[config.mk]
export PLATFORM = sky130hd
export DESIGN_NAME = rpt_ctrl
export DESIGN_NICKNAME = d
export VERILOG_FILES = /design/src/sv/rpt_pkg.sv /design/src/sv/rpt_ctrl.sv
export SDC_FILE = /design/constraint.sdc
export NUM_CORES = 1
export LEC_CHECK = 0
export BUFFER_PORTS_ARGS = -buffer_cell sky130_fd_sc_hd__buf_2
export CAP_MARGIN = 20
export CORE_AREA = 2 2 39 41
export CTS_CLUSTER_SIZE = 14
export DETAILED_ROUTE_END_ITERATION = 8
export DIE_AREA = 0 0 41 43
export GPL_ROUTABILITY_DRIVEN = 0
export PLACE_DENSITY_LB_ADDON = 0.05
export REMOVE_ABC_BUFFERS = 1
export SLEW_MARGIN = 0
export SYNTH_ARGS = -nofsm -noshare
export SYNTH_HDL_FRONTEND = slang
export SYNTH_SLANG_ARGS = --single-unit
[constraint.sdc]
create_clock -name clk -period 1.3 [get_ports clk]
set_input_delay 0.26 -clock clk [delete_from_list [all_inputs] [get_ports clk]]
set_output_delay 0.26 -clock clk [all_outputs]
set_load 0.1 [all_outputs]
[src/sv/rpt_pkg.sv]
// ----------------------------------------------------------------------------
// rpt_pkg
// Shared types, request codes and constants for the retransmit pending table.
// ----------------------------------------------------------------------------
package rpt_pkg;

    // Default geometry for the top level parameters
    localparam int TABLE_ENTRIES_DEF = 128;
    localparam int SCAN_ENTRIES_DEF  = 16;

    // Most due entries reported by one scan
    localparam int MAX_RESULTS = 16;
    localparam int CNT_W       = $clog2(MAX_RESULTS + 1);

    localparam logic [31:0] TIMEOUT_RESET  = 32'd1000;
    localparam logic [7:0]  STATUS_WAITING = 8'd1;

    typedef logic [2:0] req_code_t;

    localparam req_code_t REQ_STORE   = 3'd0;
    localparam req_code_t REQ_ADVANCE = 3'd1;
    localparam req_code_t REQ_RESEND  = 3'd2;
    localparam req_code_t REQ_DELETE  = 3'd3;
    localparam req_code_t REQ_SCAN    = 3'd4;
    localparam req_code_t REQ_READ    = 3'd5;

    // One table entry as held in the memory
    typedef struct packed {
        logic [6:0]  id;
        logic [7:0]  hdr_chk;
        logic [7:0]  body;
        logic [7:0]  body_chk;
        logic [7:0]  status;
        logic [7:0]  retries;
        logic [31:0] stamp;
    } entry_t;

    typedef enum logic [2:0] {
        ST_IDLE,
        ST_UPDATE,
        ST_SCAN_RD,
        ST_SCAN_EV,
        ST_SCAN_END
    } rpt_state_t;

    // Controller to datapath
    typedef struct packed {
        logic accept;
        logic update;
        logic scan_read;
        logic scan_eval;
        logic scan_finish;
    } rpt_cmd_t;

    // Datapath to controller
    typedef struct packed {
        logic in_is_scan;
        logic out_free;
        logic entry_due;
        logic pend_valid;
        logic scan_last_step;
    } rpt_status_t;

endpackage

[src/sv/rpt_ctrl.sv]
// ----------------------------------------------------------------------------
// rpt_ctrl
// Sequencer for table updates and scans.
// ----------------------------------------------------------------------------
module rpt_ctrl
    import rpt_pkg::*;
(
    input  logic        clk,
    input  logic        rst_n,
    input  logic        req_valid,
    output logic        req_stall,
    input  rpt_status_t st,
    output rpt_cmd_t    cmd
);

    rpt_state_t state_reg;
    rpt_state_t state_next;
    logic       eval_go;

    // Hold a due entry while both the pending slot and the result register are full
    assign eval_go = !(st.entry_due && st.pend_valid && !st.out_free);

    always_ff @(posedge clk or negedge rst_n)
    begin
        if (!rst_n)
        begin
            state_reg <= ST_IDLE;
        end
        else
        begin
            state_reg <= state_next;
        end
    end

    always_comb
    begin
        state_next = state_reg;
        case (state_reg)
            ST_IDLE:
            begin
                if (req_valid)
                begin
                    state_next = st.in_is_scan ? ST_SCAN_RD : ST_UPDATE;
                end
            end
            ST_UPDATE:
            begin
                if (st.out_free)
                begin
                    state_next = ST_IDLE;
                end
            end
            ST_SCAN_RD:
            begin
                state_next = ST_SCAN_EV;
            end
            ST_SCAN_EV:
            begin
                if (eval_go)
                begin
                    state_next = st.scan_last_step ? ST_SCAN_END : ST_SCAN_RD;
                end
            end
            ST_SCAN_END:
            begin
                if (st.out_free)
                begin
                    state_next = ST_IDLE;
                end
            end
            default:
            begin
                state_next = ST_IDLE;
            end
        endcase
    end

    always_comb
    begin
        cmd       = '0;
        req_stall = 1'b1;
        case (state_reg)
            ST_IDLE:
            begin
                req_stall  = 1'b0;
                cmd.accept = req_valid;
            end
            ST_UPDATE:
            begin
                cmd.update = st.out_free;
            end
            ST_SCAN_RD:
            begin
                cmd.scan_read = 1'b1;
            end
            ST_SCAN_EV:
            begin
                cmd.scan_eval = eval_go;
            end
            ST_SCAN_END:
            begin
                cmd.scan_finish = st.out_free;
            end
            default:
            begin
                req_stall = 1'b1;
            end
        endcase
    end

endmodule
==> results list, run 1 <==
- Result of the run: finished with violations
- The checks that failed: negative setup slack.
- In the final design database the tool counted 61 nets.
- Row generation in the floorplan step produced 14 rows.
- At the worst endpoint, the arrival time is about 1300 ps.
- Total vias in the final route: 296
- Detailed-route wire length per cell: 10.07 um
- Total overflow reported by the global router: 0
- Routed vias/inst: approximately 4.4
* CP required: 1040 ps
* RSZ-0062 raised after global routing: yes
- The endpoint identified for the worst register-to-register timing path is state_reg[1].
* Total global-route track usage: 10.34%
* Number of I/O pins: 14
- Number of input and output port buffers inserted: 13
* Initial core utilization: roughly 16%
- The worst hold path was traced through 2 stages.
- After synthesis, the mean cell area works out to approximately 8.1 sq um.
* Pre-CTS WS: -52.01 ps
- Yosys mapped the design onto 18 distinct sky130hd cell types.
- The number of failing hold endpoints at the final stage came to 0.
- CP Capture Type: output port
- Tightest Hold Check Type: in2reg
- Hold Startpoint: st[3]
* Count of antenna-violating nets left after detailed routing: 0
- Type of the worst setup path: reg2out
- For hold timing, the worst endpoint is state_reg[2].
- After detailed routing, the total wire length is ~690 um.
- Die footprint: about 1800 sq um
- Clock-pin slew was measured on the worst setup and hold paths at around 40 ps.
* Startpoint Class: flip-flop
- Summing all multi-input logic gate instances after layout gives around 160 sq um.
- The die is 41 um wide.
- TritonCTS built the clock tree.
- Largest area contributor in the netlist: sky130_fd_sc_hd__dfrtp_1
- Once routing completed, OpenROAD measured the worst setup slack at -273.6 ps.
- Synthesis handed over a netlist of 27 instances.
- The via count of the first global-routing pass was roughly 310.
- Warning count from the yosys run: 0
- Counting I/O delays and the setup requirement, the final critical path takes between 1500 and 2000 ps.
* Total of endpoints with negative setup slack in the final report: 6
- Counting cells, the worst reg-to-reg path comes to 5.
* Buffer cell driving the clock tree root: sky130_fd_sc_hd__clkbuf_4
- Largest cells by area after synthesis: sky130_fd_sc_hd__dfrtp_1 34%, sky130_fd_sc_hd__and3_1 5.7%, sky130_fd_sc_hd__buf_6 5.2%
- Along the worst path, the maximum fanout reaches 2.
- Post-DP HPWL: approximately 550 um
- Clk sinks: 3
* Clock Skews: roughly 5.7 ps
* Residual DRC count: 0
- Number of iterations in the first detailed-routing pass: 4
- The core region is between 1000 and 1500 sq um.
- Count of filler cells inserted in the layout: ~140
* Final slew viol count: 0
* H-tree level count: 1
- The synthesized design contains 3 register bits.
- Die Span Y: 43 um
* Seq/Total Area, Yosys: around 34%
- The later pin in the worst-skew pair is clocked with a latency of roughly 230 ps.
- In this run the tightest slew margin relative to its limit is 85.63%.
* First-pass GRT wire length: 1221 um
- Fraction of final layout cells with drive strength greater than 1: around three fifths
- Count of routing violations after the opening detailed-route iteration: 2
- Post-synth design cell area: around 220 sq um
- The register with the most flip-flops in the layout has 3 of them.
- Area share of the largest cell type after synthesis: between 30% and 40%
- The worst path uses 121.0% of the clock period.
- Number of buffers on the longest clock path: 2
* Max frequency: about 640 MHz
* Pin count of the biggest net entering global routing: 7
* Area growth from synthesis to final layout: 133.9%
* Register cell area after layout: between 70 and 80 sq um
- For the pin with the worst max-slew slack, the measured transition is 213.3 ps.
* Max cap viols: 0
- Total CTS buffers: 3
- For flop-to-flop paths, the worst setup slack is around 160 ps.
- Antenna violations before repair: 0
- 0 antenna diodes ended up in the layout.
- The startpoint identified for the worst register-to-register timing path is state_reg[0].
## routing by layer
layer	vias up	global-route usage (%)	routed length, um
met1	139	12.22	272
met3	0	6.283	56
met2	11	15.63	356
met5	-	0	0
met4	0	2.000	0
li1	146	-	-
## placed cells by master (no fill, tap or decap), types with 2 or more instances in the layout
master,instances
sky130_fd_sc_hd__a21oi_1,2
sky130_fd_sc_hd__buf_12,5
sky130_fd_sc_hd__buf_2,7
sky130_fd_sc_hd__buf_4,6
sky130_fd_sc_hd__buf_6,3
sky130_fd_sc_hd__clkbuf_4,3
sky130_fd_sc_hd__dfrtp_1,2
sky130_fd_sc_hd__nand2_1,3
sky130_fd_sc_hd__nor2_4,2
sky130_fd_sc_hd__o21ai_0,2
## how the worst max path moves through the flow
stage	from	end	slack, ps	depth (start not counted)
after detailed placement	state_reg[2]	cmd[1]	-50	4
final	state_reg[0]	cmd[4]	-270	3
after CTS	state_reg[2]	cmd[4]	-280	3
after global routing	state_reg[2]	cmd[1]	-330	4
after global placement	state_reg[2]	cmd[4]	-50	3
after floorplan	state_reg[1]	cmd[3]	-2310	1
## synthesized netlist by cell type
| library cell | count |
|---|---|
| sky130_fd_sc_hd__a21oi_1 | 2 |
| sky130_fd_sc_hd__and3_1 | 2 |
| sky130_fd_sc_hd__buf_6 | 1 |
| sky130_fd_sc_hd__dfrtp_1 | 3 |
| sky130_fd_sc_hd__inv_1 | 1 |
| sky130_fd_sc_hd__nand2_1 | 3 |
| sky130_fd_sc_hd__nand3_1 | 1 |
| sky130_fd_sc_hd__nand3b_1 | 1 |
| sky130_fd_sc_hd__nor2_1 | 3 |
| sky130_fd_sc_hd__nor2_2 | 1 |
| sky130_fd_sc_hd__nor2b_1 | 1 |
| sky130_fd_sc_hd__nor3_1 | 1 |
| sky130_fd_sc_hd__nor3b_1 | 1 |
| sky130_fd_sc_hd__nor4bb_1 | 1 |
| sky130_fd_sc_hd__o21a_1 | 1 |
| sky130_fd_sc_hd__o21ai_0 | 2 |
| sky130_fd_sc_hd__o22ai_1 | 1 |
| sky130_fd_sc_hd__or3_4 | 1 |
## repair_timing
action                                  in CTS  in global routing
setup buffers                                0                  0
hold buffers                                 1                  0
pin swaps                                    1                  1
endpoints found under the hold margin        3                  0
endpoints found under the setup margin       6                  6
resized for setup                            9                  3
## stage by stage
| step | util, % | instance area (sq um) | cells | setup TNS (ps) | hold WS [ps] |
|---|---|---|---|---|---|
| finish | 36.80 | 509.2 | 68 | -1306 | 317.6 |
| global route | 36.80 | 509.2 | 68 | -1621 | 336.1 |
| CTS | 35.99 | 498.0 | 68 | -1409 | 317.1 |
| detailed placement | 30.83 | 426.7 | 63 | -136.8 | 58.15 |
| global placement | 30.83 | 426.7 | 63 | -169.1 | 55.62 |
| floorplan | - | 206.4 | 26 | -5864 | -35.59 |
## logic make-up (layout without fill, tap and decap cells)
group,after synthesis,count (layout),share of synthesized area (%)
AO/OA/AOI/OAI,6,6,15.52
buffers and inverters,2,27,6.895
flip-flops,3,3,34.48
AND/OR/NAND/NOR,16,16,43.10
## final cells by class
type | instances | share of cell area (%)
repair buffers | 22 | 43.98
multi-input cells | 22 | 31.20
flip-flops and latches | 3 | 14.99
clock buffers | 4 | 5.160
well taps | 16 | 3.931
inverters | 1 | 0.7371
## critical path, stage by stage (launching register included)
cell and delay, ps:
sky130_fd_sc_hd__dfrtp_1 380, sky130_fd_sc_hd__or3_4 420, sky130_fd_sc_hd__nor2_4 110, sky130_fd_sc_hd__buf_12 180
Power of run 1 is not shown: default switching activity piles up to over one toggle a cycle in this logic, so the estimate is an artifact.
==> inputs of run 2 (changes only) <==
--- a/config.mk
+++ b/config.mk
@@ -12,7 +12,7 @@
 export DETAILED_ROUTE_END_ITERATION = 8
 export DIE_AREA = 0 0 41 43
 export GPL_ROUTABILITY_DRIVEN = 0
-export PLACE_DENSITY_LB_ADDON = 0.05
+export PLACE_DENSITY_LB_ADDON = 0.3
 export REMOVE_ABC_BUFFERS = 1
 export SLEW_MARGIN = 0
 export SYNTH_ARGS = -nofsm -noshare
==> results list, run 2 (same netlist as run 1, synthesis figures left out) <==
- The DRC violations left came to 0 (unchanged).
* Max cap viols: 0 (unchanged)
* TritonCTS clock tree: done (unchanged)
* Placed Cells incl. Taps: 63 (unchanged)
- Most frequent standard cell in the layout excluding fill and tap cells: sky130_fd_sc_hd__buf_4 (was sky130_fd_sc_hd__buf_2)
- The horizontal extent of the die is 41 um (unchanged).
- RSZ-0062 raised after global routing: yes (unchanged).
* Register clock-pin slew on the reported worst setup and hold paths: 40 ps (about the same)
- Area of the placeable core: 1384 sq um (unchanged)
* Number of input and output port buffers inserted: 13 (unchanged)
- The initial antenna violation count was 0 (unchanged).
- Max frequency: 628.4 MHz (was 635.5 MHz)
* Slew margin rel.: 82.25% (was 85.63%)
- The number of violations reported at the end of detailed-routing iteration 0 came to 4 (was 2).
- The fraction of met3 tracks used by global routing is 1.571% (was 6.283%).
* Result of the run: finished with violations (unchanged)
* Die footprint: 1763 sq um (unchanged)
- Violations in the final reports: negative setup slack (unchanged)
* Fraction of final layout cells with drive strength greater than 1: 53.85% (was 61.54%)
* Post-CTS setup repair buffer count: 0 (unchanged)
- The clock period minus final worst setup slack is 1591 ps (was 1574 ps).
* Flip-flop count of the largest register after layout: 3 (unchanged)
* Pre-CTS WS: -60.63 ps (was -52.01 ps)
* Number of antenna repair diodes: 0 (unchanged)
- Total CTS buffers: 3 (unchanged)
- The fraction of the core area covered by cells at the end of the flow is 35.44% (was 36.80%).
* Post-route cell area: 490.5 sq um (was 509.2 sq um)
- H-tree level count: 1 (unchanged)
* Area growth from synthesis to final layout: 125.3% (was 133.9%)
- Fraction of the cycle the final worst path needs: 122.4% (was 121.0%)
- The cell at the root of the clock tree is sky130_fd_sc_hd__clkbuf_4 (unchanged).
* Most frequent cells in the layout: 8 x sky130_fd_sc_hd__buf_4, 7 x sky130_fd_sc_hd__buf_2, 6 x sky130_fd_sc_hd__buf_12 (was 7 x sky130_fd_sc_hd__buf_2, 6 x sky130_fd_sc_hd__buf_4, 5 x sky130_fd_sc_hd__buf_12)
- Total global-route track usage: 9.146% (was 10.34%)
* Final layout net count: 61 (unchanged)
- Number of I/O pins: 14 (unchanged)
- The busiest layer in global routing was met2 (unchanged).
- Cell-by-cell listing of the critical path: or3_4 > nor2_4 > buf_12 (unchanged)
- Startpoint Class: flip-flop (unchanged)
- The final cell count without fillers is 68 (unchanged).
* Clock Skews: 0.4919 ps (was 5.665 ps)
* WP data arrival: 1330 ps (was 1310 ps)
- CP required: 1040 ps (about the same)
- The number of pins exceeding their max-slew limit in the final report came to 0 (unchanged).
- The category of the critical setup timing path was reg2out (unchanged).
- First-pass GRT wire length: 1021 um (was 1221 um)
- The global-route congestion overflow total came to 0 (unchanged).
* Die Span Y: 43 um (unchanged)
- Global routing met1 resource utilization: 10.00% (was 12.22%)
- The average wire per cell in the routed design was 9.426 um (was 10.07 um).
* Total detailed-routing wirelength: 641 um (was 685 um)
* Clk_lat worst skew: 240 ps (was 230 ps)
- CP max-delay cell: sky130_fd_sc_hd__or3_4 (unchanged)
* Area after detailed placement: 426.7 sq um (unchanged)
- Count of antenna-violating nets left after detailed routing: 0 (unchanged)
- The setup violation total in the final timing report was 6 (unchanged).
- The row count was 14 (unchanged).
* Critical Path Max Stage Delay: 410 ps (was 420 ps)
- Number of buffers on the longest clock path: 2 (unchanged)
- The vias per cell came to 4.221 (was 4.353).
- The number of failing hold endpoints at the final stage was 0 (unchanged).
- The final worst slack was -291.3 ps (was -273.6 ps).
- The class of the tightest hold or removal check was in2reg (unchanged).
- Least-Margin Pin Slew: 262.7 ps (was 213.3 ps)
- Initial core utilization: 15.73% (unchanged)
* Crit path buf inv count: 1 (unchanged)
* Family of cells with the greatest summed delay on the critical path: simple AND/OR/NAND/NOR gates (unchanged)
* Number of iterations in the first detailed-routing pass: 3 (was 4)
- The critical-path maximum fanout was 4 (was 2).
- Clk sinks: 3 (unchanged)
- The sum of net half-perimeters after detailed placement came to 520.2 um (was 549.6 um).
* Total vias in the final route: 287 (was 296)
- The kind of end point of the critical path is an output port (unchanged).
* Met2 capacity usage during global routing: 12.19% (was 15.63%)
- The pin count of the biggest net entering global routing is 7 (unchanged).
- Number of global-route vias before repair: 278 (was 312)
==> run 2: cell type report <==
class | instances | area (sq um)
timing repair buffer | 22 | 225.2
sequential | 3 | 75.07
tap | 16 | 20.02
fill | 135 | 893.4
multi-input combinational | 22 | 140.1
inverter | 1 | 3.754
clock buffer | 4 | 26.28
==> run 2: through the flow <==
stage                     TNS, ps  hold WS (ps)
after global placement     -199.6         58.01
after global routing        -1734         317.2
after CTS                   -1588         299.1
after floorplan             -5864        -35.59
after detailed placement   -173.7         61.34
final                       -1471         304.4
==> run 2: final timing paths <==
check / slack (ps) / start / end / cells past startpoint
setup reg to reg: 180 / state_reg[0] / state_reg[0] / 5
max in group asynchronous: 850 / rst_n / state_reg[1] / 2
setup / recovery: -290 / state_reg[2] / cmd[4] / 3
min in group asynchronous: 340 / rst_n / state_reg[2] / 2
hold / removal: 300 / st[3] / state_reg[2] / 2
hold reg to reg: 700 / state_reg[2] / state_reg[1] / 3
==> run 2: routing by layer <==
metal	up-vias	wire [um]
li1	146	-
met1	130	264
met2	9	333
met4	0	12
met3	2	31
met5	-	0
==> run 2: repair_timing <==
| action | CTS | global route |
|---|---|---|
| endpoints found under the setup margin | 6 | 6 |
| gates resized for setup | 4 | 3 |
| hold buffers | 1 | 0 |
| hold endpoints to repair | 3 | 0 |
| pin swaps | 1 | 0 |
Power of run 2 is left out for the same reason.
==> inputs of run 3 (changes only) <==
--- a/config.mk
+++ b/config.mk
@@ -5,6 +5,7 @@
 export SDC_FILE = /design/constraint.sdc
 export NUM_CORES = 1
 export LEC_CHECK = 0
+export ABC_AREA = 1
 export BUFFER_PORTS_ARGS = -buffer_cell sky130_fd_sc_hd__buf_2
 export CAP_MARGIN = 20
 export CORE_AREA = 2 2 39 41
==> results list, run 3 <==
- The part of the Yosys area used for sequential elements is 28.99% (was 34.48%).
- The total iterations of the first detailed-routing run came to 4 (was 3).
- Slew margin rel.: 86.42% (was 82.25%)
- The number of filler cells placed in the layout is 131 (was 135).
* Clock power frac: a little under a tenth
* Initial core utilization: 18.72% (was 15.73%)
- The slowest cell on the critical path was sky130_fd_sc_hd__dfrtp_2 (was sky130_fd_sc_hd__or3_4).
* Final critical-path required period: 1550 ps (was 1591 ps)
- Buffer cell driving the clock tree root: sky130_fd_sc_hd__clkbuf_4 (unchanged)
- The total placed instance area came to 501.7 sq um (was 426.7 sq um).
* Fraction of final layout cells with drive strength greater than 1: 71.79% (was 53.85%)
- The internal portion of the total power is 942.8 uW.
- Leakage Power: approximately 0.34 nW
- Clk_lat worst skew: 240 ps (about the same)
- Pin count of the biggest net entering global routing: 6 (was 7)
- Result of the run: finished with violations (unchanged)
* Total vias in the final route: 411 (was 287)
- Clk sinks: 3 (unchanged)
* Final-report hold violation count: 0 (unchanged)
* Number of rows in the core area: 14 (unchanged)
- The number of pins exceeding their max-slew limit in the final report is 0 (unchanged).
- The mapped cell area came to 259.0 sq um (was 217.7 sq um).
* Gate count after technology mapping: 44 (was 27)
- The finished layout cell area is 671.9 sq um (was 490.5 sq um).
- Cell variety after synth: 12 (was 18)
- Most frequent cells in the layout: 11 x sky130_fd_sc_hd__buf_4, 10 x sky130_fd_sc_hd__nand2_1, 7 x sky130_fd_sc_hd__buf_2 (was 8 x sky130_fd_sc_hd__buf_4, 7 x sky130_fd_sc_hd__buf_2, 6 x sky130_fd_sc_hd__buf_12).
* Worst setup slack after layout: -250.1 ps (was -291.3 ps)
* Count of routing violations after the opening detailed-route iteration: 4 (unchanged)
- The core footprint is 1384 sq um (unchanged).
* Violations in the final reports: negative setup slack (unchanged)
- Die footprint: 1763 sq um (unchanged)
- The final critical-path share of the clock period was 119.2% (was 122.4%).
- Clock Skews: 6.851 ps (was 0.4919 ps)
- Routed vias/inst: 4.372 (was 4.221)
- Sequential group share of total power: a little over a tenth
- Largest area contributor in the netlist: sky130_fd_sc_hd__dfrtp_1 (unchanged)
- The DRC violations left came to 0 (unchanged).
* TritonCTS clock tree: done (unchanged)
* Total of endpoints with negative setup slack in the final report: 7 (was 6)
- Async set-reset flop share out of synthesis: 100.0% (unchanged)
- The number of ports placed on the die boundary was 14 (unchanged).
- PD cells: around 3000 nW/um^2
* Max frequency: 645.1 MHz (was 628.4 MHz)
- The kind of launch point of the worst setup path is a flip-flop (unchanged).
* Number of global-route vias before repair: 370 (was 278)
- Tightest Hold Check Type: in2reg (unchanged)
- CP required: 1040 ps (about the same)
- Sum of internal, switching and leakage power: ~2 mW
- The count of flip-flops with a built-in enable after synthesis was 0 (unchanged).
- First-pass GRT wire length: 1331 um (was 1021 um)
- Count leader, synth: sky130_fd_sc_hd__nand2_1
* Number of antenna repair diodes: 0 (unchanged)
- The port buffer count was 13 (unchanged).
* RSZ-0062 raised after global routing: yes (unchanged)
- Antenna violations before repair: 0 (unchanged)
- Crit path buf inv count: 2 (was 1)
- Largest cells by area after synthesis: sky130_fd_sc_hd__dfrtp_1 29%, sky130_fd_sc_hd__nand2_1 17%, sky130_fd_sc_hd__nand3_1 9.7% (was sky130_fd_sc_hd__dfrtp_1 34%, sky130_fd_sc_hd__and3_1 5.7%, sky130_fd_sc_hd__buf_6 5.2%)
- Commonest cells in the synthesized netlist: 12 x sky130_fd_sc_hd__nand2_1, 6 x sky130_fd_sc_hd__inv_1, 5 x sky130_fd_sc_hd__nand3_1, 5 x sky130_fd_sc_hd__nor2_1 (was 3 x sky130_fd_sc_hd__dfrtp_1, 3 x sky130_fd_sc_hd__nand2_1, 3 x sky130_fd_sc_hd__nor2_1).
- Most frequent standard cell in the layout excluding fill and tap cells: sky130_fd_sc_hd__buf_4 (unchanged)
- Switching power as a share of total power: slightly above 50%
- Critical Path Max Stage Delay: 440 ps (was 410 ps)
- The arrival time of the worst setup path came to 1290 ps (was 1330 ps).
- The clock tree buffer depth is 2 (unchanged).
- Area growth from synthesis to final layout: 159.4% (was 125.3%)
- Reported net switching power: roughly 1.0 mW
- Per-instance average area after synthesis: 5.886 sq um (was 8.063 sq um)
- The overall die height was 43 um (unchanged).
- The gate family responsible for the most delay along the worst path is flip-flops (was simple AND/OR/NAND/NOR gates).
* Count of antenna-violating nets left after detailed routing: 0 (unchanged)
* Flip-flop count of the largest register after layout: 3 (unchanged)
- The sum of net half-perimeters after detailed placement was 590.4 um (was 520.2 um).
* Total negative setup slack: -1333 ps (was -1471 ps)
* Combinational Power Share: roughly four fifths
* Width of the chip: 41 um (unchanged)
- The main flop type after synthesis is sky130_fd_sc_hd__dfrtp_1 (unchanged).
* Total CTS buffers: 3 (unchanged)
- Synthesis-stage register bit count: 3 (unchanged)
* Total overflow reported by the global router: 0 (unchanged)
* H-tree level count: 1 (unchanged)
- The fraction of the core area covered by cells at the end of the flow is 48.55% (was 35.44%).
- Final layout net count: 87 (was 61)
- Cell-by-cell listing of the critical path: nor4_2 > buf_4 > buf_12 (was or3_4 > nor2_4 > buf_12)
- Area share of the largest cell type after synthesis: 28.99% (was 34.48%)
* Total detailed-routing wirelength: 904 um (was 641 um)
* Max cap viols: 0 (unchanged)
* Warning count from the yosys run: 0 (unchanged)
* Maximum net fanout on the critical path: 5 (was 4)
- The kind of end point of the critical path was an output port (unchanged).
* Least-Margin Pin Slew: 202.1 ps (was 262.7 ps)
* Total global-route track usage: 11.46% (was 9.146%)
- The clock edge transition at the registers on the reported setup and hold paths was 50 ps (was 40 ps).
- Type of the worst setup path: reg2out (unchanged)
- The average wire per cell in the routed design was 9.617 um (was 9.426 um).
- Max VDD drop: 1882 uV
[run 3: cell types whose count changed after synthesis, moves of 2 or more]
cell	change
sky130_fd_sc_hd__nor4_1	+2
sky130_fd_sc_hd__nor2_1	+2
sky130_fd_sc_hd__nand2_1	+9
sky130_fd_sc_hd__a21oi_1	-2
sky130_fd_sc_hd__inv_2	+3
sky130_fd_sc_hd__o21ai_1	+2
sky130_fd_sc_hd__and3_1	-2
sky130_fd_sc_hd__inv_1	+5
sky130_fd_sc_hd__nand3_1	+4
[run 3: stage by stage]
step / hold slack [ps] / setup WS [ps] / std cells
finish: 322.9 / -250.1 / 94
global route: 344.9 / -322.7 / 94
CTS: 326.2 / -251.5 / 91
detailed placement: 55.19 / -41.69 / 82
global placement: 56.33 / -59.84 / 82
floorplan: -35.59 / -2323 / 44
[run 3: area by class of cell]
class / count / area [sq um] / share of cell area (%)
well taps: 16 / 20.02 / 2.980
multi-input cells: 32 / 209.0 / 31.10
clock buffers: 4 / 26.28 / 3.911
flip-flops and latches: 3 / 78.83 / 11.73
repair buffers: 30 / 304.0 / 45.25
inverters: 9 / 33.78 / 5.028
[run 3: repair_timing]
| item | in CTS | in global routing |
|---|---|---|
| hold buffers | 1 | 0 |
| buffers inserted | 4 | 3 |
| hold endpoints to repair | 3 | 0 |
| pin swaps | 4 | 4 |
| endpoints found under the setup margin | 6 | 8 |
| resized for setup | 12 | 15 |
[run 3: routing by layer]
metal	global-route usage, %	up-vias	wire length, um
met5	0	-	0
met4	10.00	0	44
met3	3.141	6	25
met2	18.75	14	525
met1	10.65	185	309
li1	-	206	-
[run 3: path summary, 6_finish.rpt]
| path | from | to | slack (ps) | cells past startpoint |
|---|---|---|---|---|
| worst min-delay path | st[4] | state_reg[0] | 320 | 4 |
| worst min register to register | state_reg[2] | state_reg[1] | 660 | 3 |
| worst max register to register | state_reg[1] | state_reg[0] | -90 | 10 |
| max in group asynchronous | rst_n | state_reg[2] | 820 | 2 |
| min in group asynchronous | rst_n | state_reg[0] | 350 | 2 |
| worst max-delay path | state_reg[0] | cmd[0] | -250 | 3 |
[run 3: power groups by stage]
| stage | combinational [mW] | sequential [mW] | clock, mW |
|---|---|---|---|
| after detailed placement | 1.23 | 0.179 | 0 |
| after global placement | 1.23 | 0.178 | 0 |
| after floorplan | 0.715 | 0.173 | 0 |
| after global routing | 1.66 | 0.211 | 0.191 |
| after CTS | 1.37 | 0.184 | 0.186 |
| final | 1.57 | 0.207 | 0.181 |
[run 3: worst min-delay path: stages]
cell	delay, ps
sky130_fd_sc_hd__buf_2	90
sky130_fd_sc_hd__o21ai_2	60
sky130_fd_sc_hd__nand3_1	60
sky130_fd_sc_hd__nand2_1	60
[run 3: cells by family (layout without fill, tap and decap cells)]
group | count (synthesis) | count (layout) | share of synthesized area (%)
buffers and inverters | 9 | 43 | 13.04
DFF | 3 | 3 | 28.98
AOI/OAI and AO/OA | 4 | 4 | 7.730
and+or+nand+nor | 28 | 28 | 50.24
No activity file was read; power rests on OpenSTA's default activity.
